===== src/rtl/sdlm_pkg.sv =====
package sdlm_pkg;

    localparam int SMP_W      = 16;
    localparam int CFG_W      = 9;
    localparam int LVL_W      = 7;
    localparam int THR_W      = 32;
    localparam int LVL_STEPS  = 99;
    localparam int TAB_DEPTH  = 128;
    localparam int NOISE_FLOOR = 120;
    localparam int LEVEL_STEP  = 60;
    localparam int SERIES_TERMS = 24;

    localparam logic [CFG_W-1:0] CFG_RESET = 9'd32;

    typedef enum logic [2:0] {
        ST_IDLE,
        ST_END,
        ST_DIV,
        ST_MAP,
        ST_DONE
    } t_state;

    typedef struct packed {
        logic frame;
        logic forget;
        logic blk_end;
        logic div_step;
        logic map_step;
        logic load_out;
    } t_cmd;

    typedef struct packed {
        logic last_frame;
        logic div_last;
        logic map_last;
    } t_sts;

    typedef logic [TAB_DEPTH-1:0][THR_W-1:0] t_thr_tab;

    // Shift-and-subtract quotient, used only while building the constant table.
    function automatic logic [63:0] shift_sub_quo(input logic [63:0] num,
                                                  input logic [63:0] den);
        logic [64:0] rem;
        logic [63:0] quo;
        rem = '0;
        quo = '0;
        for (int i = 63; i >= 0; i--) begin
            rem = {rem[63:0], num[i]};
            if (rem >= {1'b0, den}) begin
                rem = rem - {1'b0, den};
                quo[i] = 1'b1;
            end
        end
        return quo;
    endfunction

    // Twice the inverse hyperbolic tangent of num/den in Q28.
    function automatic logic [63:0] log_ratio_q28(input logic [63:0] num,
                                                  input logic [63:0] den);
        logic [63:0] z;
        logic [63:0] z2;
        logic [63:0] p;
        logic [63:0] s;
        z = shift_sub_quo(num << 28, den);
        z2 = (z * z) >> 28;
        p = z;
        s = '0;
        for (int i = 0; i < SERIES_TERMS; i++) begin
            s = s + shift_sub_quo(p, 64'(2 * i + 1));
            p = (p * z2) >> 28;
        end
        return s << 1;
    endfunction

    // Squared-level thresholds per step; unused entries can never be met.
    function automatic t_thr_tab build_thresholds();
        t_thr_tab    tab;
        logic [63:0] ln2;
        logic [63:0] b;
        logic [63:0] e;
        logic [63:0] ln;
        logic [63:0] curve;
        logic [63:0] v;
        ln2 = log_ratio_q28(64'd1, 64'd3);
        for (int k = 0; k < TAB_DEPTH; k++) begin
            tab[k] = '1;
            if (k >= 1 && k <= LVL_STEPS) begin
                b = 64'(100 - k);
                e = '0;
                for (int j = 0; j < 7; j++) begin
                    if (b * 2 <= 64'd100) begin
                        b = b * 2;
                        e = e + 1;
                    end
                end
                ln = e * ln2 + log_ratio_q28(64'd100 - b, 64'd100 + b);
                curve = (64'd10 * ln + 64'd2048) >> 12;
                v = 64'(NOISE_FLOOR) * 64'd65536 + 64'(LEVEL_STEP) * curve;
                if (v <= 64'h8000_0000) begin
                    tab[k] = THR_W'((v * v + 64'hFFFF_FFFF) >> 32);
                end
            end
        end
        return tab;
    endfunction

    localparam t_thr_tab THRESH = build_thresholds();

endpackage


===== src/rtl/sdlm_ctrl.sv =====
module sdlm_ctrl (
    input  logic          i_clk,
    input  logic          i_rst_n,
    input  logic          s_axis_tvalid,
    input  logic          s_axis_tuser,
    output logic          s_axis_tready,
    output logic          m_axis_tvalid,
    input  logic          m_axis_tready,
    input  sdlm_pkg::t_sts i_sts,
    output sdlm_pkg::t_cmd o_cmd
);
    import sdlm_pkg::*;

    t_state r_state;
    t_state n_state;
    logic   r_out_valid;
    logic   n_out_valid;
    logic   w_accept;
    logic   w_out_free;

    assign s_axis_tready = (r_state == ST_IDLE);
    assign w_accept      = s_axis_tvalid && s_axis_tready;
    assign w_out_free    = !r_out_valid || m_axis_tready;

    always_comb begin
        n_state = r_state;
        unique case (r_state)
            ST_IDLE: begin
                if (w_accept && !s_axis_tuser && i_sts.last_frame) begin
                    n_state = ST_END;
                end
            end
            ST_END: begin
                n_state = ST_DIV;
            end
            ST_DIV: begin
                if (i_sts.div_last) begin
                    n_state = ST_MAP;
                end
            end
            ST_MAP: begin
                if (i_sts.map_last) begin
                    n_state = ST_DONE;
                end
            end
            ST_DONE: begin
                if (w_out_free) begin
                    n_state = ST_IDLE;
                end
            end
            default: begin
                n_state = ST_IDLE;
            end
        endcase
    end

    always_comb begin
        o_cmd = '0;
        unique case (r_state)
            ST_IDLE: begin
                o_cmd.frame  = w_accept && !s_axis_tuser;
                o_cmd.forget = w_accept && s_axis_tuser;
            end
            ST_END: begin
                o_cmd.blk_end = 1'b1;
            end
            ST_DIV: begin
                o_cmd.div_step = 1'b1;
            end
            ST_MAP: begin
                o_cmd.map_step = 1'b1;
            end
            ST_DONE: begin
                o_cmd.load_out = w_out_free;
            end
            default: begin
                o_cmd = '0;
            end
        endcase
    end

    always_comb begin
        n_out_valid = r_out_valid;
        if (o_cmd.load_out) begin
            n_out_valid = 1'b1;
        end else if (m_axis_tready) begin
            n_out_valid = 1'b0;
        end
    end

    always_ff @(posedge i_clk) begin
        if (!i_rst_n) begin
            r_state     <= ST_IDLE;
            r_out_valid <= 1'b0;
        end else begin
            r_state     <= n_state;
            r_out_valid <= n_out_valid;
        end
    end

    assign m_axis_tvalid = r_out_valid;

endmodule


===== src/rtl/sdlm_dp.sv =====
module sdlm_dp #(
    parameter int MAX_BLOCK_FRAMES = 256
) (
    input  logic                         i_clk,
    input  logic                         i_rst_n,
    input  logic [31:0]                  s_axis_tdata,
    input  logic                         s_axis_tlast,
    input  logic                         i_cfg_we,
    input  logic [sdlm_pkg::CFG_W-1:0]   i_cfg_wdata,
    output logic [7:0]                   m_axis_tdata,
    output logic [1:0]                   m_axis_tuser,
    input  sdlm_pkg::t_cmd               i_cmd,
    output sdlm_pkg::t_sts               o_sts
);
    import sdlm_pkg::*;

    localparam int FR_W  = $clog2(MAX_BLOCK_FRAMES + 1);
    localparam int ABS_W = SMP_W + $clog2(MAX_BLOCK_FRAMES);
    localparam int SQ_W  = 2 * SMP_W - 1 + $clog2(MAX_BLOCK_FRAMES);
    localparam int CMP_W = (FR_W > CFG_W) ? FR_W : CFG_W;
    localparam int DC_W  = $clog2(SQ_W);
    localparam int BIT_W = $clog2(LVL_W);

    logic [CFG_W-1:0] r_min_det;
    logic             r_chosen;
    logic             r_slot;
    logic [ABS_W-1:0] r_abs0;
    logic [ABS_W-1:0] r_abs1;
    logic [SQ_W-1:0]  r_sq0;
    logic [SQ_W-1:0]  r_sq1;
    logic [FR_W-1:0]  r_frames;

    logic [FR_W-1:0]  r_divisor;
    logic [FR_W-1:0]  r_rem;
    logic [SQ_W-1:0]  r_quo;
    logic [DC_W-1:0]  r_div_cnt;
    logic [LVL_W-1:0] r_lvl;
    logic [BIT_W-1:0] r_bit;

    logic [LVL_W-1:0] r_out_level;
    logic             r_out_live;
    logic             r_out_known;

    logic [SMP_W-1:0]   w_smp0;
    logic [SMP_W-1:0]   w_smp1;
    logic [SMP_W-1:0]   w_abs0;
    logic [SMP_W-1:0]   w_abs1;
    logic [2*SMP_W-1:0] w_sqr0;
    logic [2*SMP_W-1:0] w_sqr1;
    logic               n_chosen;
    logic               n_slot;
    logic               w_live;
    logic [FR_W:0]      w_shift;
    logic               w_ge;
    logic [FR_W:0]      w_diff;
    logic [LVL_W-1:0]   w_cand;
    logic [THR_W-1:0]   w_thr;

    assign w_smp0 = s_axis_tdata[SMP_W-1:0];
    assign w_smp1 = s_axis_tdata[2*SMP_W-1:SMP_W];
    assign w_abs0 = w_smp0[SMP_W-1] ? (~w_smp0 + 1'b1) : w_smp0;
    assign w_abs1 = w_smp1[SMP_W-1] ? (~w_smp1 + 1'b1) : w_smp1;
    assign w_sqr0 = w_abs0 * w_abs0;
    assign w_sqr1 = w_abs1 * w_abs1;

    assign o_sts.last_frame = s_axis_tlast || (r_frames == FR_W'(MAX_BLOCK_FRAMES - 1));
    assign o_sts.div_last   = (r_div_cnt == DC_W'(SQ_W - 1));
    assign o_sts.map_last   = (r_bit == '0);

    always_comb begin
        n_chosen = r_chosen;
        n_slot   = r_slot;
        if (!r_chosen && (CMP_W'(r_frames) > CMP_W'(r_min_det))) begin
            n_chosen = 1'b1;
            n_slot   = (r_abs1 > r_abs0);
        end
        w_live = n_chosen ? n_slot : 1'b0;
    end

    assign w_shift = {r_rem, r_quo[SQ_W-1]};
    assign w_ge    = (w_shift >= {1'b0, r_divisor});
    assign w_diff  = w_shift - {1'b0, r_divisor};

    assign w_cand = r_lvl | (LVL_W'(1) << r_bit);
    assign w_thr  = THRESH[w_cand];

    always_ff @(posedge i_clk) begin
        if (!i_rst_n) begin
            r_min_det <= CFG_RESET;
            r_chosen  <= 1'b0;
            r_slot    <= 1'b0;
            r_abs0    <= '0;
            r_abs1    <= '0;
            r_sq0     <= '0;
            r_sq1     <= '0;
            r_frames  <= '0;
        end else begin
            if (i_cfg_we) begin
                r_min_det <= i_cfg_wdata;
            end
            if (i_cmd.forget) begin
                r_chosen <= 1'b0;
                r_slot   <= 1'b0;
            end
            if (i_cmd.frame) begin
                r_abs0   <= r_abs0 + ABS_W'(w_abs0);
                r_abs1   <= r_abs1 + ABS_W'(w_abs1);
                r_sq0    <= r_sq0 + SQ_W'(w_sqr0);
                r_sq1    <= r_sq1 + SQ_W'(w_sqr1);
                r_frames <= r_frames + 1'b1;
            end
            if (i_cmd.blk_end) begin
                r_chosen <= n_chosen;
                r_slot   <= n_slot;
                r_abs0   <= '0;
                r_abs1   <= '0;
                r_sq0    <= '0;
                r_sq1    <= '0;
                r_frames <= '0;
            end
        end
    end

    always_ff @(posedge i_clk) begin
        if (!i_rst_n) begin
            r_div_cnt <= '0;
            r_bit     <= '0;
        end else begin
            if (i_cmd.blk_end) begin
                r_div_cnt <= '0;
                r_bit     <= BIT_W'(LVL_W - 1);
            end else if (i_cmd.div_step) begin
                r_div_cnt <= r_div_cnt + 1'b1;
            end else if (i_cmd.map_step && r_bit != '0) begin
                r_bit <= r_bit - 1'b1;
            end
        end
    end

    always_ff @(posedge i_clk) begin
        if (i_cmd.blk_end) begin
            r_divisor <= r_frames;
            r_rem     <= '0;
            r_quo     <= w_live ? r_sq1 : r_sq0;
            r_lvl     <= '0;
        end else if (i_cmd.div_step) begin
            r_rem <= w_ge ? w_diff[FR_W-1:0] : w_shift[FR_W-1:0];
            r_quo <= {r_quo[SQ_W-2:0], w_ge};
        end else if (i_cmd.map_step) begin
            if (SQ_W'(w_thr) <= r_quo) begin
                r_lvl <= w_cand;
            end
        end
        if (i_cmd.load_out) begin
            r_out_level <= r_lvl;
            r_out_live  <= r_chosen ? r_slot : 1'b0;
            r_out_known <= r_chosen;
        end
    end

    assign m_axis_tdata = {1'b0, r_out_level};
    assign m_axis_tuser = {r_out_known, r_out_live};

endmodule


===== src/rtl/stereo_slot_detect_level_meter.sv =====
// Channel        Direction  Transaction contents
// s_axis         in         one stereo frame, or a request to forget the chosen slot
// m_axis         out        level of the live slot for one finished block
// i_cfg          in         frame count a block must exceed for slot detection
//
// A frame that does not end a block is taken while idle, and the next one can follow
// directly. A frame that ends a block occupies the block while the one-bit-per-cycle
// divider forms the mean square, followed by a seven-step search of the level table.
// Reset is synchronous and active low; it clears the block sums and the slot choice.
// A stalled result waits in the output register; the next block end waits behind it.
module stereo_slot_detect_level_meter #(
    parameter int MAX_BLOCK_FRAMES = 256
) (
    input  logic                       i_clk,
    input  logic                       i_rst_n,
    input  logic                       s_axis_tvalid,
    output logic                       s_axis_tready,
    input  logic [31:0]                s_axis_tdata,  // slot0_sample, slot1_sample
    input  logic                       s_axis_tuser,  // op
    input  logic                       s_axis_tlast,
    output logic                       m_axis_tvalid,
    input  logic                       m_axis_tready,
    output logic [7:0]                 m_axis_tdata,  // level, zero pad
    output logic [1:0]                 m_axis_tuser,  // live_slot, slot_known
    input  logic                       i_cfg_we,
    input  logic [sdlm_pkg::CFG_W-1:0] i_cfg_wdata
);
    import sdlm_pkg::*;

    t_cmd w_cmd;
    t_sts w_sts;

    sdlm_ctrl u_ctrl (
        .i_clk         (i_clk),
        .i_rst_n       (i_rst_n),
        .s_axis_tvalid (s_axis_tvalid),
        .s_axis_tuser  (s_axis_tuser),
        .s_axis_tready (s_axis_tready),
        .m_axis_tvalid (m_axis_tvalid),
        .m_axis_tready (m_axis_tready),
        .i_sts         (w_sts),
        .o_cmd         (w_cmd)
    );

    sdlm_dp #(
        .MAX_BLOCK_FRAMES (MAX_BLOCK_FRAMES)
    ) u_dp (
        .i_clk        (i_clk),
        .i_rst_n      (i_rst_n),
        .s_axis_tdata (s_axis_tdata),
        .s_axis_tlast (s_axis_tlast),
        .i_cfg_we     (i_cfg_we),
        .i_cfg_wdata  (i_cfg_wdata),
        .m_axis_tdata (m_axis_tdata),
        .m_axis_tuser (m_axis_tuser),
        .i_cmd        (w_cmd),
        .o_sts        (w_sts)
    );

endmodule


===== config.mk =====
export PLATFORM = sky130hd
export DESIGN_NAME = stereo_slot_detect_level_meter
export DESIGN_NICKNAME = d
export VERILOG_FILES = /design/src/rtl/sdlm_pkg.sv /design/src/rtl/sdlm_ctrl.sv /design/src/rtl/sdlm_dp.sv /design/src/rtl/stereo_slot_detect_level_meter.sv
export SDC_FILE = /design/constraint.sdc
export NUM_CORES = 2
export LEC_CHECK = 0
export BUFFER_PORTS_ARGS = -buffer_cell sky130_fd_sc_hd__buf_2
export CORE_MARGIN = 1
export CORE_UTILIZATION = 54
export DETAILED_ROUTE_END_ITERATION = 10
export PLACE_DENSITY = 0.7
export SLEW_MARGIN = 25
export SYNTH_ARGS = -nofsm -noshare
export SYNTH_HDL_FRONTEND = slang
export SYNTH_SLANG_ARGS = --single-unit

===== constraint.sdc =====
create_clock -name i_clk -period 26 [get_ports i_clk]
set_input_delay 3.9 -clock i_clk [delete_from_list [all_inputs] [get_ports i_clk]]
set_output_delay 3.9 -clock i_clk [all_outputs]
set_load 0.05 [all_outputs]

==> impl_metrics.env <==
export IMPL_outcome="completed"
export IMPL_area_growth_pct=5.91
export IMPL_cts_tree="built"
export IMPL_cts_hold_buf=0
export IMPL_ff2ff_path_depth=23
export IMPL_finalCriticalPeriod_ns=11.68
export IMPL_wl_um=83000
export IMPL_avgSynthCellArea_sq_um=8.10
export IMPL_firstDrtPassIters=8
export IMPL_worstPathArrival_ns=12.08
export IMPL_hold_path_class="reg2reg"
export IMPL_fillCellCount=5514
export IMPL_diodes=0
export IMPL_period_share_pct=44.9
export IMPL_worstSetupPathType="in2reg"
export IMPL_synth_cell_area_sq_um=32700
export IMPL_final_critical_path_setup_slack_ns=14.32
export IMPL_cts_sinks=232
export IMPL_critPathMostFrequentCell="fa_1"
export IMPL_cts_root_buffer="clkbuf_16"
export IMPL_portBuffers=58
export IMPL_finClkSkew_ns=0.0205
export IMPL_r2r_slack_ns=18.59
export IMPL_yosysUniqueCellTypes=88
export IMPL_path_buf_inv=6
export IMPL_yosysTopAreaCell="fa_1"
export IMPL_grt_pass1_wl_um=138000
export IMPL_worst_pin_slew_ns=1.05
export IMPL_placementRows=89
export IMPL_ctsResizeCount=0
export IMPL_num_vias=27204
export IMPL_final_cell_mix="806 x inv_1, 418 x nand2_1, 392 x fa_1"
export IMPL_cts_inserted_buffers=26
export IMPL_critPathMaxFanout=11
export IMPL_synth_edff_count=57
export IMPL_die_height_um=248
export IMPL_synth_warnings=0
export IMPL_cts_buffer_depth=3
export IMPL_syn_instance_count=4037
export IMPL_reg2reg_to="u_dp.r_lvl[4]"
export IMPL_initial_utilization_pct=55.0
export IMPL_clkTransAtPathRegs_ns=0.06
export IMPL_grtUsageTotal_pct=27.9
export IMPL_worstPathRequired_ns=26.40
export IMPL_ys_flop_type="dfxtp_1"
export IMPL_synth_seq_cells=232
export IMPL_rr_startpoint="u_dp.r_bit[0]"
export IMPL_regArea_sq_um=5220
export IMPL_slew_viol_final=0
export IMPL_min_from="u_dp.r_sq0[13]"
export IMPL_routabilityCongestion=1.02
export IMPL_drc=0
export IMPL_pre_cts_slack_ns=13.91
export IMPL_grt_pass1_vias=27367
export IMPL_utilization_pct=58.3
export IMPL_dp_cells=4756
export IMPL_synth_top_cell_area_share_pct=24.0
export IMPL_ys_seq_area_share_pct=15.9
export IMPL_overflow=0
export IMPL_dp_hpwl_um=64800
export IMPL_drt_iter0_markers=2069
export IMPL_clock_latency_ns=0.56
export IMPL_htree_levels=1
export IMPL_fmax_mhz=85.6
export IMPL_cts_setup_buffers=0
export IMPL_hold_path_end="u_dp.r_sq0[13]"
export IMPL_grt_setup_unrepaired="no"
export IMPL_critical_path_top_delay_family="adder cells"
export IMPL_viasPerCell=5.66
export IMPL_die_w_um=248
export IMPL_startpoint_type="input pin"
export IMPL_drive_gt1_share_pct=4.64
export IMPL_grt_max_degree=89
export IMPL_cpPeakStageDelay_ns=0.72
export IMPL_cap_violations=0
export IMPL_endpoint_kind="flop"
export IMPL_hold_path_cell_count=2
export IMPL_mostFrequentLayoutCell="inv_1"
export IMPL_core_area_sq_um=59500
export IMPL_multi_input_area_sq_um=23900
export IMPL_setup_tns_ns=0
export IMPL_crit_slowest_cell="xnor2_1"
export IMPL_dieArea_sq_um=61600
export IMPL_nNetsFinal=4800
export IMPL_post_drt_wl_per_cell_um=17.3
export IMPL_postRouteAntennaNets=0
export IMPL_ys_top_cells_by_area="fa_1 24%, ha_1 13%, dfxtp_1 11%"
export IMPL_async_flop_share_pct=0
export IMPL_setup_violations=0
export IMPL_hold_viol=0
export IMPL_antenna_found_initial=0
export IMPL_pin_count=60
export IMPL_stdcell_count=4804
export IMPL_relSlewSlack_pct=29.3
==> worst register-to-register path: cells and delay by family, from the launching register on <==
family,cells,cell delay (ns)
AO/OA/AOI/OAI,13,3.76
flip-flops,1,0.40
buffers and inverters,4,1.40
AND/OR/NAND/NOR,3,0.43
adder cells (fa/ha/maj),3,1.40
==> layout make-up <==
class | count | area share [%]
inverter | 827 | 8.97
sequential | 232 | 15.1
multi-input combinational | 2831 | 68.9
clock buffer | 38 | 2.30
tap | 773 | 2.79
timing repair buffer | 93 | 1.60
clock inverter | 10 | 0.358
==> cell families after synthesis <==
logic type | count (synthesis) | share of synthesized area [%]
and+or+nand+nor | 1077 | 14.8
buffers and inverters | 995 | 11.5
AOI/OAI and AO/OA | 838 | 16.1
adders and majority gates | 741 | 37.3
DFF | 232 | 15.9
xor gates and xnor gates | 139 | 3.88
muxes | 13 | 0.440
other | 2 | 0.0230
==> flip-flops by register name, summed over array words and instances (netlist names), 3 cells and up <==
name              count
u_dp.r_lvl            7
u_dp.r_sq1           39
u_dp.r_abs0          24
u_dp.r_min_det        9
u_ctrl.r_state        3
u_dp.r_frames         9
u_dp.r_div_cnt        6
u_dp.r_divisor        9
u_dp.r_out_level      7
u_dp.r_sq0           39
u_dp.r_bit            3
u_dp.r_abs1          24
u_dp.r_rem            9
u_dp.r_quo           39
==> metal layers <==
| layer | wire length, um | vias up | track usage, % |
|---|---|---|---|
| met5 | 0 | - | 0 |
| met2 | 40200 | 862 | 48.0 |
| met3 | 5000 | 188 | 3.76 |
| li1 | - | 13070 | - |
| met4 | 2780 | 0 | 8.93 |
| met1 | 35100 | 13084 | 36.3 |
==> cells in the mapped netlist, drive strengths merged, types with 21 or more instances <==
cell / instances
nand2: 421
a21oi: 246
a211oi: 40
clkbuf: 146
buf: 22
xor2: 60
nor2b: 35
o31ai: 21
or3: 38
edfxtp: 57
nand3b: 27
o21ai: 212
dfxtp: 175
nand2b: 28
fa: 392
inv: 815
a21o: 80
xnor2: 79
nor3: 45
ha: 349
nor2: 321
nand4: 41
a31oi: 69
o211ai: 29
nand3: 66
==> metrics by stage <==
step / instance area (sq um) / hold WS, ns
2_1_floorplan: 32800 / 0.431
3_3_place_gp: 33700 / 0.439
3_5_place_dp: 33700 / 0.446
4_1_cts: 34600 / 0.454
5_1_grt: 34600 / 0.465
6_report: 34600 / 0.452
==> worst max path at each step <==
stage,slack (ns),cells past startpoint,startpoint,end
after floorplan,15.15,26,s_axis_tdata[20],u_dp.r_sq1[38]
after global placement,14.01,27,s_axis_tdata[6],u_dp.r_sq0[31]
after detailed placement,13.91,28,s_axis_tdata[0],u_dp.r_sq0[31]
after CTS,14.45,28,s_axis_tdata[0],u_dp.r_sq0[31]
after global routing,13.82,29,s_axis_tdata[0],u_dp.r_sq0[35]
final,14.32,28,s_axis_tdata[0],u_dp.r_sq0[35]
Power is left out: the tool's default activity adds up to more than one toggle a clock period on the data nets, which glitch-free logic cannot reach.
